$ cat src/sv/srtc_pkg.sv
// ----------------------------------------------------------------------------
// srtc_pkg
// Types, codes and constants shared by the serial request timeout controller.
// ----------------------------------------------------------------------------
`default_nettype none

package srtc_pkg;

    // Tick counter width and the compare width that also covers 8-bit limits
    localparam int TIMER_BITS = 8;
    localparam int CMP_W      = (TIMER_BITS > 8) ? TIMER_BITS : 8;
    localparam int TX_GRACE   = 1;

    localparam int CFG_IDX_W  = 8;
    localparam int CFG_DATA_W = 8;

    // Configuration register indexes
    localparam logic [CFG_IDX_W-1:0] CFG_TX_TIMEOUT    = 8'd0;
    localparam logic [CFG_IDX_W-1:0] CFG_RX_TIMEOUT    = 8'd1;
    localparam logic [CFG_IDX_W-1:0] CFG_FAIL_LIMIT    = 8'd2;
    localparam logic [CFG_IDX_W-1:0] CFG_NO_RX_THRESH  = 8'd3;

    // Item opcodes
    localparam logic OP_TICK = 1'b0;
    localparam logic OP_POLL = 1'b1;

    // Transfer phase codes
    localparam logic [2:0] PH_START  = 3'd0;
    localparam logic [2:0] PH_SEND   = 3'd1;
    localparam logic [2:0] PH_RECV   = 3'd2;
    localparam logic [2:0] PH_TX_TO  = 3'd4;
    localparam logic [2:0] PH_RX_TO  = 3'd5;
    localparam logic [2:0] PH_FINISH = 3'd6;

    typedef struct packed {
        logic op;
        logic tx_active;
        logic tx_data_pending;
        logic tx_shift_empty;
        logic rx_end;
        logic response_valid;
    } srtc_item_t;

    typedef struct packed {
        logic       start_tx;
        logic       stop_tx;
        logic       rx_end_clear;
        logic       busy_res;
        logic       frame_accepted;
        logic       ack;
        logic       tx_timeout_flag;
        logic       rx_timeout_flag;
        logic       error;
        logic       no_receiver;
        logic [7:0] fail_count;
    } srtc_result_t;

    typedef struct packed {
        logic [7:0] tx_timeout;
        logic [7:0] rx_timeout;
        logic [7:0] fail_limit;
        logic [7:0] no_receiver_threshold;
    } srtc_cfg_t;

endpackage

`default_nettype wire

$ cat src/sv/srtc_ifs.sv
// ----------------------------------------------------------------------------
// srtc_ifs
// Valid/ready channel interfaces: request items, result items, config writes.
// ----------------------------------------------------------------------------
`default_nettype none

interface srtc_req_if;
    logic valid;
    logic ready;
    logic op;
    logic tx_active;
    logic tx_data_pending;
    logic tx_shift_empty;
    logic rx_end;
    logic response_valid;

    modport source (output valid, op, tx_active, tx_data_pending, tx_shift_empty,
                    rx_end, response_valid, input ready);
    modport sink   (input valid, op, tx_active, tx_data_pending, tx_shift_empty,
                    rx_end, response_valid, output ready);
endinterface

interface srtc_rsp_if;
    logic       valid;
    logic       ready;
    logic       start_tx;
    logic       stop_tx;
    logic       rx_end_clear;
    logic       busy_res;
    logic       frame_accepted;
    logic       ack;
    logic       tx_timeout_flag;
    logic       rx_timeout_flag;
    logic       error;
    logic       no_receiver;
    logic [7:0] fail_count;

    modport source (output valid, start_tx, stop_tx, rx_end_clear, busy_res,
                    frame_accepted, ack, tx_timeout_flag, rx_timeout_flag, error,
                    no_receiver, fail_count, input ready);
    modport sink   (input valid, start_tx, stop_tx, rx_end_clear, busy_res,
                    frame_accepted, ack, tx_timeout_flag, rx_timeout_flag, error,
                    no_receiver, fail_count, output ready);
endinterface

interface srtc_cfg_if;
    logic       valid;
    logic       ready;
    logic [7:0] index;
    logic [7:0] data;

    modport source (output valid, index, data, input ready);
    modport sink   (input valid, index, data, output ready);
endinterface

`default_nettype wire

$ cat src/sv/srtc_cfg_regs.sv
// ----------------------------------------------------------------------------
// srtc_cfg_regs
// Timeout, failure limit and threshold registers behind the config channel.
// ----------------------------------------------------------------------------
`default_nettype none

module srtc_cfg_regs (
    input  wire logic              clk,
    input  wire logic              rst_n,
    srtc_cfg_if.sink               cfg,
    output srtc_pkg::srtc_cfg_t    cfg_out
);
    import srtc_pkg::*;

    srtc_cfg_t cfg_reg;

    assign cfg.ready = 1'b1;
    assign cfg_out   = cfg_reg;

    // Ignore writes to indexes beyond the register list
    always_ff @(posedge clk or negedge rst_n)
    begin
        if (!rst_n)
        begin
            cfg_reg.tx_timeout            <= 8'd10;
            cfg_reg.rx_timeout            <= 8'd20;
            cfg_reg.fail_limit            <= 8'd10;
            cfg_reg.no_receiver_threshold <= 8'd3;
        end
        else if (cfg.valid)
        begin
            case (cfg.index)
                CFG_TX_TIMEOUT:   cfg_reg.tx_timeout            <= cfg.data;
                CFG_RX_TIMEOUT:   cfg_reg.rx_timeout            <= cfg.data;
                CFG_FAIL_LIMIT:   cfg_reg.fail_limit            <= cfg.data;
                CFG_NO_RX_THRESH: cfg_reg.no_receiver_threshold <= cfg.data;
                default:          ;
            endcase
        end
    end

endmodule

`default_nettype wire

$ cat src/sv/srtc_ctrl.sv
// ----------------------------------------------------------------------------
// srtc_ctrl
// Exchange state and single-pass next-state logic for one tick or poll.
// ----------------------------------------------------------------------------
`default_nettype none

module srtc_ctrl (
    input  wire logic                 clk,
    input  wire logic                 rst_n,
    input  wire logic                 fire,
    input  wire srtc_pkg::srtc_item_t item,
    input  wire srtc_pkg::srtc_cfg_t  cfg,
    output srtc_pkg::srtc_result_t    result
);
    import srtc_pkg::*;

    localparam logic [TIMER_BITS-1:0] TICK_MAX = '1;

    logic                  req_phase_reg,   req_phase_next;
    logic [2:0]            phase_reg,       phase_next;
    logic                  in_xfer_reg,     in_xfer_next;
    logic [TIMER_BITS-1:0] tick_reg,        tick_next;
    logic                  ok_reg,          ok_next;
    logic                  tx_to_reg,       tx_to_next;
    logic                  rx_to_reg,       rx_to_next;
    logic                  ack_reg,         ack_next;
    logic                  err_reg,         err_next;
    logic                  absent_reg,      absent_next;
    logic [7:0]            fail_reg,        fail_next;

    logic cmd_start, cmd_stop, cmd_rx_clear, accepted;
    logic [2:0] ph;
    logic       done;
    logic       failed;

    always_comb
    begin
        req_phase_next = req_phase_reg;
        phase_next     = phase_reg;
        in_xfer_next   = in_xfer_reg;
        tick_next      = tick_reg;
        ok_next        = ok_reg;
        tx_to_next     = tx_to_reg;
        rx_to_next     = rx_to_reg;
        ack_next       = ack_reg;
        err_next       = err_reg;
        absent_next    = absent_reg;
        fail_next      = fail_reg;
        cmd_start      = 1'b0;
        cmd_stop       = 1'b0;
        cmd_rx_clear   = 1'b0;
        accepted       = 1'b0;
        ph             = PH_START;
        done           = 1'b0;
        failed         = 1'b0;

        if (item.op == OP_TICK)
        begin
            if (tick_reg != TICK_MAX)
                tick_next = tick_reg + 1'b1;
        end
        else if (!req_phase_reg || in_xfer_reg)
        begin
            // Transfer step; a fresh request enters at the start phase
            req_phase_next = 1'b1;
            in_xfer_next   = 1'b1;
            ph             = req_phase_reg ? phase_reg : PH_START;

            if (ph == PH_START)
            begin
                cmd_start = 1'b1;
                tick_next = '0;
                ph        = PH_SEND;
            end
            if (ph == PH_SEND)
            begin
                if (item.tx_active)
                begin
                    if ((CMP_W'(tick_next) > CMP_W'(TX_GRACE) && !item.tx_data_pending) ||
                        CMP_W'(tick_next) > CMP_W'(cfg.tx_timeout))
                        ph = PH_TX_TO;
                    phase_next = ph;
                    done       = 1'b1;
                end
                else
                begin
                    tx_to_next = 1'b0;
                    if (!item.tx_shift_empty)
                    begin
                        phase_next = PH_SEND;
                        done       = 1'b1;
                    end
                    else
                    begin
                        cmd_stop  = 1'b1;
                        tick_next = '0;
                        ph        = PH_RECV;
                    end
                end
            end
            if (!done && ph == PH_RECV)
            begin
                if (!item.rx_end)
                begin
                    phase_next = (CMP_W'(tick_next) < CMP_W'(cfg.rx_timeout)) ?
                                 PH_RECV : PH_RX_TO;
                end
                else
                begin
                    cmd_rx_clear = 1'b1;
                    ok_next      = 1'b1;
                    tx_to_next   = 1'b0;
                    rx_to_next   = 1'b0;
                    phase_next   = PH_FINISH;
                end
                done = 1'b1;
            end
            if (!done && ph == PH_TX_TO)
            begin
                tx_to_next = 1'b1;
                ok_next    = 1'b0;
                cmd_stop   = 1'b1;
                phase_next = PH_FINISH;
                done       = 1'b1;
            end
            if (!done)
            begin
                // Finish, receive timeout, and the unused codes that behave as finish
                if (ph == PH_RX_TO)
                begin
                    rx_to_next = 1'b1;
                    ok_next    = 1'b0;
                end
                in_xfer_next = 1'b0;
                phase_next   = PH_START;
            end
        end
        else
        begin
            // Judge the finished exchange
            req_phase_next = 1'b0;
            if (ok_reg && item.response_valid)
            begin
                fail_next   = '0;
                absent_next = 1'b0;
                ack_next    = 1'b1;
                accepted    = 1'b1;
            end
            else
            begin
                ack_next = 1'b0;
                failed   = tx_to_reg | rx_to_reg;
                if (failed)
                begin
                    if (fail_reg < cfg.fail_limit)
                        fail_next = fail_reg + 1'b1;
                end
                else
                begin
                    fail_next = '0;
                end
                absent_next = (fail_next > cfg.no_receiver_threshold);
                err_next    = failed;
            end
        end
    end

    always_ff @(posedge clk or negedge rst_n)
    begin
        if (!rst_n)
        begin
            req_phase_reg <= 1'b0;
            phase_reg     <= PH_START;
            in_xfer_reg   <= 1'b0;
            tick_reg      <= '0;
            ok_reg        <= 1'b0;
            tx_to_reg     <= 1'b0;
            rx_to_reg     <= 1'b0;
            ack_reg       <= 1'b0;
            err_reg       <= 1'b0;
            absent_reg    <= 1'b0;
            fail_reg      <= '0;
        end
        else if (fire)
        begin
            req_phase_reg <= req_phase_next;
            phase_reg     <= phase_next;
            in_xfer_reg   <= in_xfer_next;
            tick_reg      <= tick_next;
            ok_reg        <= ok_next;
            tx_to_reg     <= tx_to_next;
            rx_to_reg     <= rx_to_next;
            ack_reg       <= ack_next;
            err_reg       <= err_next;
            absent_reg    <= absent_next;
            fail_reg      <= fail_next;
        end
    end

    assign result.start_tx        = cmd_start;
    assign result.stop_tx         = cmd_stop;
    assign result.rx_end_clear    = cmd_rx_clear;
    assign result.busy_res        = in_xfer_next;
    assign result.frame_accepted  = accepted;
    assign result.ack             = ack_next;
    assign result.tx_timeout_flag = tx_to_next;
    assign result.rx_timeout_flag = rx_to_next;
    assign result.error           = err_next;
    assign result.no_receiver     = absent_next;
    assign result.fail_count      = fail_next;

endmodule

`default_nettype wire

$ cat src/sv/serial_request_timeout_controller_core.sv
// ----------------------------------------------------------------------------
// serial_request_timeout_controller_core
// UART request/response exchange controller with transmit and receive
// timeouts, consecutive failure counting and a no-receiver flag.
// ----------------------------------------------------------------------------
//
//  channel  role  transaction                      payload
//  -------  ----  -------------------------------  -----------------------------
//  req      sink  one tick or poll with UART status op, tx_*, rx_end, resp valid
//  rsp      src   one result per req transaction    strobes, flags, fail_count
//  cfg      sink  one register write (always ready) index, data
//
//  Throughput: one req transaction per cycle, sustained while rsp is ready.
//  Path: a req transaction moves from the input register through the
//  single-pass logic into the result register; the state updates as the
//  transaction leaves the input register.
//  Reset clears the exchange state and loads the register defaults.
//  A stalled rsp holds its result; req keeps flowing into the input register
//  until both registers are full.
// ----------------------------------------------------------------------------
`default_nettype none

module serial_request_timeout_controller_core (
    input  wire logic clk,
    input  wire logic rst_n,
    srtc_req_if.sink  req,
    srtc_rsp_if.source rsp,
    srtc_cfg_if.sink  cfg
);
    import srtc_pkg::*;

    srtc_item_t   item_reg;
    logic         item_valid_reg;
    srtc_result_t rsp_reg;
    logic         rsp_valid_reg;

    srtc_cfg_t    cfg_cur;
    srtc_result_t result;
    logic         advance;
    logic         fire;

    // Advance the pipe when the result register is free or being drained
    assign advance   = !rsp_valid_reg || rsp.ready;
    assign fire      = item_valid_reg && advance;
    assign req.ready = !item_valid_reg || advance;

    srtc_cfg_regs u_cfg (
        .clk     (clk),
        .rst_n   (rst_n),
        .cfg     (cfg),
        .cfg_out (cfg_cur)
    );

    srtc_ctrl u_ctrl (
        .clk    (clk),
        .rst_n  (rst_n),
        .fire   (fire),
        .item   (item_reg),
        .cfg    (cfg_cur),
        .result (result)
    );

    // Input register: take a transaction whenever it is free or moving on
    always_ff @(posedge clk or negedge rst_n)
    begin
        if (!rst_n)
            item_valid_reg <= 1'b0;
        else if (req.ready)
            item_valid_reg <= req.valid;
    end

    always_ff @(posedge clk)
    begin
        if (req.valid && req.ready)
        begin
            item_reg.op              <= req.op;
            item_reg.tx_active       <= req.tx_active;
            item_reg.tx_data_pending <= req.tx_data_pending;
            item_reg.tx_shift_empty  <= req.tx_shift_empty;
            item_reg.rx_end          <= req.rx_end;
            item_reg.response_valid  <= req.response_valid;
        end
    end

    // Result register: hold while the sink stalls
    always_ff @(posedge clk or negedge rst_n)
    begin
        if (!rst_n)
            rsp_valid_reg <= 1'b0;
        else if (advance)
            rsp_valid_reg <= item_valid_reg;
    end

    always_ff @(posedge clk)
    begin
        if (fire)
            rsp_reg <= result;
    end

    assign rsp.valid           = rsp_valid_reg;
    assign rsp.start_tx        = rsp_reg.start_tx;
    assign rsp.stop_tx         = rsp_reg.stop_tx;
    assign rsp.rx_end_clear    = rsp_reg.rx_end_clear;
    assign rsp.busy_res        = rsp_reg.busy_res;
    assign rsp.frame_accepted  = rsp_reg.frame_accepted;
    assign rsp.ack             = rsp_reg.ack;
    assign rsp.tx_timeout_flag = rsp_reg.tx_timeout_flag;
    assign rsp.rx_timeout_flag = rsp_reg.rx_timeout_flag;
    assign rsp.error           = rsp_reg.error;
    assign rsp.no_receiver     = rsp_reg.no_receiver;
    assign rsp.fail_count      = rsp_reg.fail_count;

    // A held item must not be dropped while the result side stalls
    a_item_held: assert property (@(posedge clk) disable iff (!rst_n)
        item_valid_reg && !advance |=> item_valid_reg)
        else $error("stalled item lost from input register");

    // Starting a request always leaves a transfer in progress
    a_start_busy: assert property (@(posedge clk) disable iff (!rst_n)
        rsp.valid && rsp.start_tx |-> rsp.busy_res)
        else $error("start_tx without a transfer in progress");

    // An accepted frame clears the failure history and closes the exchange
    a_accept_clean: assert property (@(posedge clk) disable iff (!rst_n)
        rsp.valid && rsp.frame_accepted |->
            rsp.ack && !rsp.busy_res && (rsp.fail_count == 8'd0) && !rsp.no_receiver)
        else $error("frame accepted with inconsistent status");

    // The receiver is only declared absent after at least one failure
    a_absent_fail: assert property (@(posedge clk) disable iff (!rst_n)
        rsp.valid && rsp.no_receiver |-> (rsp.fail_count != 8'd0))
        else $error("no_receiver with zero failure count");

endmodule

`default_nettype wire
$ cat src/flat_wrapper.sv
// flat-port wrapper written by rule: the top's interface ports become plain ports
module serial_request_timeout_controller_core_flat import srtc_pkg::*;
  (clk, rst_n, req_valid, req_op, req_tx_active, req_tx_data_pending, req_tx_shift_empty, req_rx_end, req_response_valid, req_ready, rsp_valid, rsp_start_tx, rsp_stop_tx, rsp_rx_end_clear, rsp_busy_res, rsp_frame_accepted, rsp_ack, rsp_tx_timeout_flag, rsp_rx_timeout_flag, rsp_error, rsp_no_receiver, rsp_fail_count, rsp_ready, cfg_valid, cfg_index, cfg_data, cfg_ready);
  srtc_req_if req_i ();
  srtc_rsp_if rsp_i ();
  srtc_cfg_if cfg_i ();
  input  wire logic clk;
  input  wire logic rst_n;
  input wire logic [$bits(req_i.valid)-1:0] req_valid;
  input wire logic [$bits(req_i.op)-1:0] req_op;
  input wire logic [$bits(req_i.tx_active)-1:0] req_tx_active;
  input wire logic [$bits(req_i.tx_data_pending)-1:0] req_tx_data_pending;
  input wire logic [$bits(req_i.tx_shift_empty)-1:0] req_tx_shift_empty;
  input wire logic [$bits(req_i.rx_end)-1:0] req_rx_end;
  input wire logic [$bits(req_i.response_valid)-1:0] req_response_valid;
  output wire logic [$bits(req_i.ready)-1:0] req_ready;
  output wire logic [$bits(rsp_i.valid)-1:0] rsp_valid;
  output wire logic [$bits(rsp_i.start_tx)-1:0] rsp_start_tx;
  output wire logic [$bits(rsp_i.stop_tx)-1:0] rsp_stop_tx;
  output wire logic [$bits(rsp_i.rx_end_clear)-1:0] rsp_rx_end_clear;
  output wire logic [$bits(rsp_i.busy_res)-1:0] rsp_busy_res;
  output wire logic [$bits(rsp_i.frame_accepted)-1:0] rsp_frame_accepted;
  output wire logic [$bits(rsp_i.ack)-1:0] rsp_ack;
  output wire logic [$bits(rsp_i.tx_timeout_flag)-1:0] rsp_tx_timeout_flag;
  output wire logic [$bits(rsp_i.rx_timeout_flag)-1:0] rsp_rx_timeout_flag;
  output wire logic [$bits(rsp_i.error)-1:0] rsp_error;
  output wire logic [$bits(rsp_i.no_receiver)-1:0] rsp_no_receiver;
  output wire logic [$bits(rsp_i.fail_count)-1:0] rsp_fail_count;
  input wire logic [$bits(rsp_i.ready)-1:0] rsp_ready;
  input wire logic [$bits(cfg_i.valid)-1:0] cfg_valid;
  input wire logic [$bits(cfg_i.index)-1:0] cfg_index;
  input wire logic [$bits(cfg_i.data)-1:0] cfg_data;
  output wire logic [$bits(cfg_i.ready)-1:0] cfg_ready;
  assign req_i.valid = req_valid;
  assign req_i.op = req_op;
  assign req_i.tx_active = req_tx_active;
  assign req_i.tx_data_pending = req_tx_data_pending;
  assign req_i.tx_shift_empty = req_tx_shift_empty;
  assign req_i.rx_end = req_rx_end;
  assign req_i.response_valid = req_response_valid;
  assign req_ready = req_i.ready;
  assign rsp_valid = rsp_i.valid;
  assign rsp_start_tx = rsp_i.start_tx;
  assign rsp_stop_tx = rsp_i.stop_tx;
  assign rsp_rx_end_clear = rsp_i.rx_end_clear;
  assign rsp_busy_res = rsp_i.busy_res;
  assign rsp_frame_accepted = rsp_i.frame_accepted;
  assign rsp_ack = rsp_i.ack;
  assign rsp_tx_timeout_flag = rsp_i.tx_timeout_flag;
  assign rsp_rx_timeout_flag = rsp_i.rx_timeout_flag;
  assign rsp_error = rsp_i.error;
  assign rsp_no_receiver = rsp_i.no_receiver;
  assign rsp_fail_count = rsp_i.fail_count;
  assign rsp_i.ready = rsp_ready;
  assign cfg_i.valid = cfg_valid;
  assign cfg_i.index = cfg_index;
  assign cfg_i.data = cfg_data;
  assign cfg_ready = cfg_i.ready;
  serial_request_timeout_controller_core u_core (.clk(clk), .rst_n(rst_n), .req(req_i), .rsp(rsp_i), .cfg(cfg_i));
endmodule
$ cat config.mk
export PLATFORM = sky130hd
export DESIGN_NAME = serial_request_timeout_controller_core_flat
export DESIGN_NICKNAME = d
export VERILOG_FILES = /design/src/sv/srtc_pkg.sv /design/src/sv/srtc_ifs.sv /design/src/sv/srtc_cfg_regs.sv /design/src/sv/srtc_ctrl.sv /design/src/sv/serial_request_timeout_controller_core.sv /design/src/flat_wrapper.sv
export SDC_FILE = /design/constraint.sdc
export NUM_CORES = 1
export LEC_CHECK = 0
export BUFFER_PORTS_ARGS = -buffer_cell sky130_fd_sc_hd__buf_2
export CAP_MARGIN = 40
export CORE_UTILIZATION = 35
export CTS_BUF_LIST = sky130_fd_sc_hd__clkbuf_16
export DETAILED_ROUTE_END_ITERATION = 8
export GPL_TIMING_DRIVEN = 0
export HOLD_SLACK_MARGIN = 0.08
export MAX_ROUTING_LAYER = met4
export SLEW_MARGIN = 10
export SYNTH_ARGS = -nofsm -noshare
export SYNTH_HDL_FRONTEND = slang
export SYNTH_SLANG_ARGS = --single-unit
$ cat constraint.sdc
create_clock -name clk -period 6.08 [get_ports clk]
set_clock_uncertainty 0.05 [all_clocks]
set_input_delay 1.52 -clock clk [delete_from_list [all_inputs] [get_ports clk]]
set_output_delay 1.52 -clock clk [all_outputs]
set_load 0.03 [all_outputs]
==> Implementation_results.wiki <==
{| class="wikitable"
! Metric !! Value
|-
| Status || complete, no violations
|-
| Most common cell after layout, fill and taps aside || sky130_fd_sc_hd__nand2_1
|-
| Worst r2r dst || u_core.rsp.no_receiver
|-
| Routed vias || 3,787
|-
| Type of the setup path with the least slack || flip-flop to flip-flop
|-
| Worst Slack Setup Final || 2.25 ns
|-
| Multi-input logic area || 2470 µm²
|-
| Horizontal die dimension || 121 µm
|-
| Worst hold path class || flip-flop to flip-flop
|-
| Detailed-route DRC error count || 0
|-
| Cell area after synthesis || 4950 µm²
|-
| Share of final-layout standard cells stronger than drive strength 1 || 0.227
|-
| Count of final hold-check violations || 0
|-
| Remaining antenna violation count after routing || 0
|-
| Part of the total power dissipated in sequential elements || 0.372
|-
| H-tree levels || 3
|-
| Inserted Diodes || 0
|-
| Worst slack after detailed placement || 2.33 ns
|-
| Crit path DAT || 3.86 ns
|-
| Hold-fix buffer count after cts || 0
|-
| Count of maximum capacitance violations || 0
|-
| DR WL met2 || 5700 µm
|-
| Power, Total || 2.12 mW
|-
| GRT Util Overall || 0.173
|-
| Average cell area after synthesis || 10.0 µm²
|-
| Critical path endpoint category || flip-flop
|-
| Starting density of the core || 0.358
|-
| CP top delay family || compound AO/OA/AOI/OAI gates
|-
| Sink count of the clock tree || 85
|-
| Cell type with the largest total area after synthesis || sky130_fd_sc_hd__dfrtp_1
|-
| Proportion of power drawn by combinational gates || 0.375
|-
| Synth Flop Type || sky130_fd_sc_hd__dfrtp_1
|-
| Combinational family with the most area after synthesis || compound AO/OA/AOI/OAI gates
|-
| Critical Path RT || 6.11 ns
|-
| Clock root buffer || sky130_fd_sc_hd__clkbuf_16
|-
| First-pass GRT wire length || 18,800 µm
|-
| Core ar. || 13,800 µm²
|-
| Fin crit share || 0.630
|-
| Maximum VDD drop || 0.000149 V
|-
| IO buf count || 46
|-
| Number of flops mapped to enable cells by yosys || 24
|-
| Total power density per cell area || 372 nW/µm²
|-
| DRT Wirelength || 11,400 µm
|-
| Worst skew pair latency || 0.35 ns
|-
| Post-CTS sizing || 0
|-
| Count of final setup violators || 0
|-
| Hold path cells || 2
|-
| Highest routed layer || met4
|-
| Achievable frequency || 261 MHz
|-
| Clock input transition at the sequential cells of the worst setup and hold paths || 0.06 ns
|-
| Internal Power || 1.32 mW
|-
| Largest register FFs || 32
|-
| Y dimension of the die || 121 µm
|-
| Biggest area contributors in the synthesized netlist || sky130_fd_sc_hd__dfrtp_1 27%, sky130_fd_sc_hd__edfxtp_1 15%, sky130_fd_sc_hd__ha_1 7.3%, sky130_fd_sc_hd__mux2_2 5.9%, sky130_fd_sc_hd__nand2_1 4.5%
|-
| Clock period minus worst slack || 3.83 ns
|-
| Fraction of the yosys area taken by sequential cells || 0.456
|-
| Slew margin rel. || 0.475
|-
| Average detailed-routed wire length per instance || 15.5 µm
|-
| CTS max path bufs || 2
|-
| Cell-by-cell listing of the critical path || ha_1 > a2111oi_2 > nand2_1 > o21a_1 > a21oi_2 > xnor2_1 > nor2_1 > ha_1 > a2111oi_0 > a21oi_1 > o21a_1 > o21ai_0 > nand2_1
|-
| Share of synthesized cell area in full adder, half adder and majority cells || 0.0733
|-
| Clock network fraction of design power || 0.252
|-
| Routed length on met1 || 5230 µm
|-
| Clock buffers created by TritonCTS || 9
|-
| Netlist cell types || 67
|-
| End of the worst hold path || u_core.u_ctrl.err_reg
|-
| Switching share of power || 0.376
|-
| Total buffers and inverters traversed by the critical path || 0
|-
| RePlAce Congestion || 0.875
|-
| Xor/xnor cell area share of the yosys netlist || 0.0106
|-
| Area added between synthesis and finish || 15.0%
|-
| Maximum number of pins on one net before global-route repair || 62
|-
| Slew Viols, Final || 0
|-
| Count of boundary I/O pins || 48
|-
| Area used by sequential logic in the layout || 2260 µm²
|-
| CTS tree || done
|-
| Simple-gate area share of the yosys netlist || 0.171
|-
| Via-to-Cell Ratio || 5.15
|-
| HPWL after DPL || 8400 µm
|-
| Synth Net Count || 550
|-
| Worst-margin pin slew || 0.788 ns
|-
| Hold Startpoint || u_core.u_ctrl.err_reg
|-
| Routed wl met3 || 324 µm
|-
| Initial antenna violation count || 0
|-
| RSZ-0062 raised after global routing || no
|-
| Slowest stage delay, CP || 0.47 ns
|-
| Post-synth ARST share || 0.718
|-
| Postcts setup bufs || 0
|-
| Maximum fanout encountered on the critical timing path || 6
|-
| Multiplexer area fraction after synthesis || 0.0692
|-
| First-iteration detailed-routing DRC count || 235
|-
| Reg-to-reg startpoint || u_core.u_ctrl.fail_reg[5]
|-
| Number of optimization iterations in the first detailed-route pass || 4
|-
| Total negative slack for setup checks || 0 ns
|-
| Final worst hold slack || 0.431 ns
|-
| Share of Yosys cell area claimed by the top area cell type || 0.268
|-
| Die footprint || 14,600 µm²
|-
| Net switching component of the power || 798 µW
|-
| Cells after synthesis || 494
|-
| CP max-delay cell || sky130_fd_sc_hd__a2111oi_0
|-
| NumNets Final || 607
|-
| Yosys Warn Count || 0
|-
| CP startpoint kind || flip-flop
|-
| Synth Area in Compound Gates || 0.174
|-
| Vias in the first global route || 3,814
|-
| Reg2reg setup slack || 2.25 ns
|-
| Most used cells in the layout excluding fill and tap cells || 59 x sky130_fd_sc_hd__nand2_1, 53 x sky130_fd_sc_hd__dfrtp_1, 47 x sky130_fd_sc_hd__buf_2
|-
| Filler Cell Count || 1,362
|-
| Number of placement rows || 43
|-
| Count of state elements after synthesis || 85
|-
| Global route overflow || 0
|-
| Leakage power figure || 2.43 nW
|-
| Depth of the worst register-to-register path || 13
|}
routing by layer:
metal | up-vias | GRT usage
met5 | - | -
met3 | 13 | 0.0456
met2 | 61 | 0.285
met1 | 1839 | 0.208
met4 | 0 | 0.0502
li1 | 1874 | -
cell families after synthesis:
| family | after synthesis |
|---|---|
| XOR/XNOR | 6 |
| AO/OA/AOI/OAI | 128 |
| adder cells (fa/ha/maj) | 29 |
| flip-flops | 85 |
| multiplexers | 31 |
| buffers and inverters | 51 |
| other | 1 |
| AND/OR/NAND/NOR | 163 |
how the worst max path moves through the flow:
| stage | start | end | cells after the start |
|---|---|---|---|
| 3_5_place_dp | u_core.u_ctrl.fail_reg[5] | u_core.rsp.no_receiver | 13 |
| 3_3_place_gp | u_core.u_ctrl.fail_reg[5] | u_core.rsp.no_receiver | 13 |
| 2_1_floorplan | rsp_ready | req_ready | 1 |
| 4_1_cts | u_core.u_ctrl.fail_reg[5] | u_core.rsp.no_receiver | 13 |
| 6_report | u_core.u_ctrl.fail_reg[5] | u_core.rsp.no_receiver | 13 |
| 5_1_grt | u_core.u_ctrl.fail_reg[5] | u_core.rsp.no_receiver | 13 |
synth_stat cells, drive strengths merged (6+ instances only):
| cell | instances |
|---|---|
| a21oi | 28 |
| a31oi | 7 |
| and2 | 17 |
| buf | 8 |
| clkbuf | 8 |
| dfrtp | 53 |
| dfstp | 8 |
| edfxtp | 24 |
| ha | 29 |
| inv | 35 |
| mux2 | 26 |
| nand2 | 59 |
| nand2b | 6 |
| nand3 | 6 |
| nor2 | 28 |
| nor2b | 6 |
| nor3 | 12 |
| o21a | 9 |
| o21ai | 48 |
stage by stage:
stage / area, µm² / cells / utilization
final: 5690 / 736 / 0.412
after floorplan: 4950 / 494 / -
after global placement: 5410 / 720 / 0.391
after CTS: 5690 / 736 / 0.412
after detailed placement: 5410 / 720 / 0.391
after global routing: 5690 / 736 / 0.412
power groups by stage:
stage          clock, mW  sequential [mW]  combinational (mW)
2_1_floorplan          0            0.823               0.547
3_3_place_gp           0            0.797               0.782
3_5_place_dp           0            0.800               0.794
4_1_cts            0.547            0.789               0.799
5_1_grt            0.565            0.804               0.895
6_report           0.534            0.789               0.795
worst reg2reg max path, stage by stage, from the launching register on:
cell and delay, ns:
sky130_fd_sc_hd__dfrtp_1 0.38, sky130_fd_sc_hd__ha_1 0.32, sky130_fd_sc_hd__a2111oi_2 0.36, sky130_fd_sc_hd__nand2_1 0.12, sky130_fd_sc_hd__o21a_1 0.25, sky130_fd_sc_hd__a21oi_2 0.33
sky130_fd_sc_hd__xnor2_1 0.16, sky130_fd_sc_hd__nor2_1 0.06, sky130_fd_sc_hd__ha_1 0.35, sky130_fd_sc_hd__a2111oi_0 0.47, sky130_fd_sc_hd__a21oi_1 0.13, sky130_fd_sc_hd__o21a_1 0.18
sky130_fd_sc_hd__o21ai_0 0.30, sky130_fd_sc_hd__nand2_1 0.10
area by class of cell:
cell class	count	area share
clock buffers	9	0.0396
repair buffers	46	0.0409
multi-input cells	358	0.433
flip-flops and latches	85	0.396
inverters	35	0.0231
clock inverters	7	0.0101
plain buffers	16	0.0169
well taps	180	0.0396
Power figures use the tool's default switching activity.
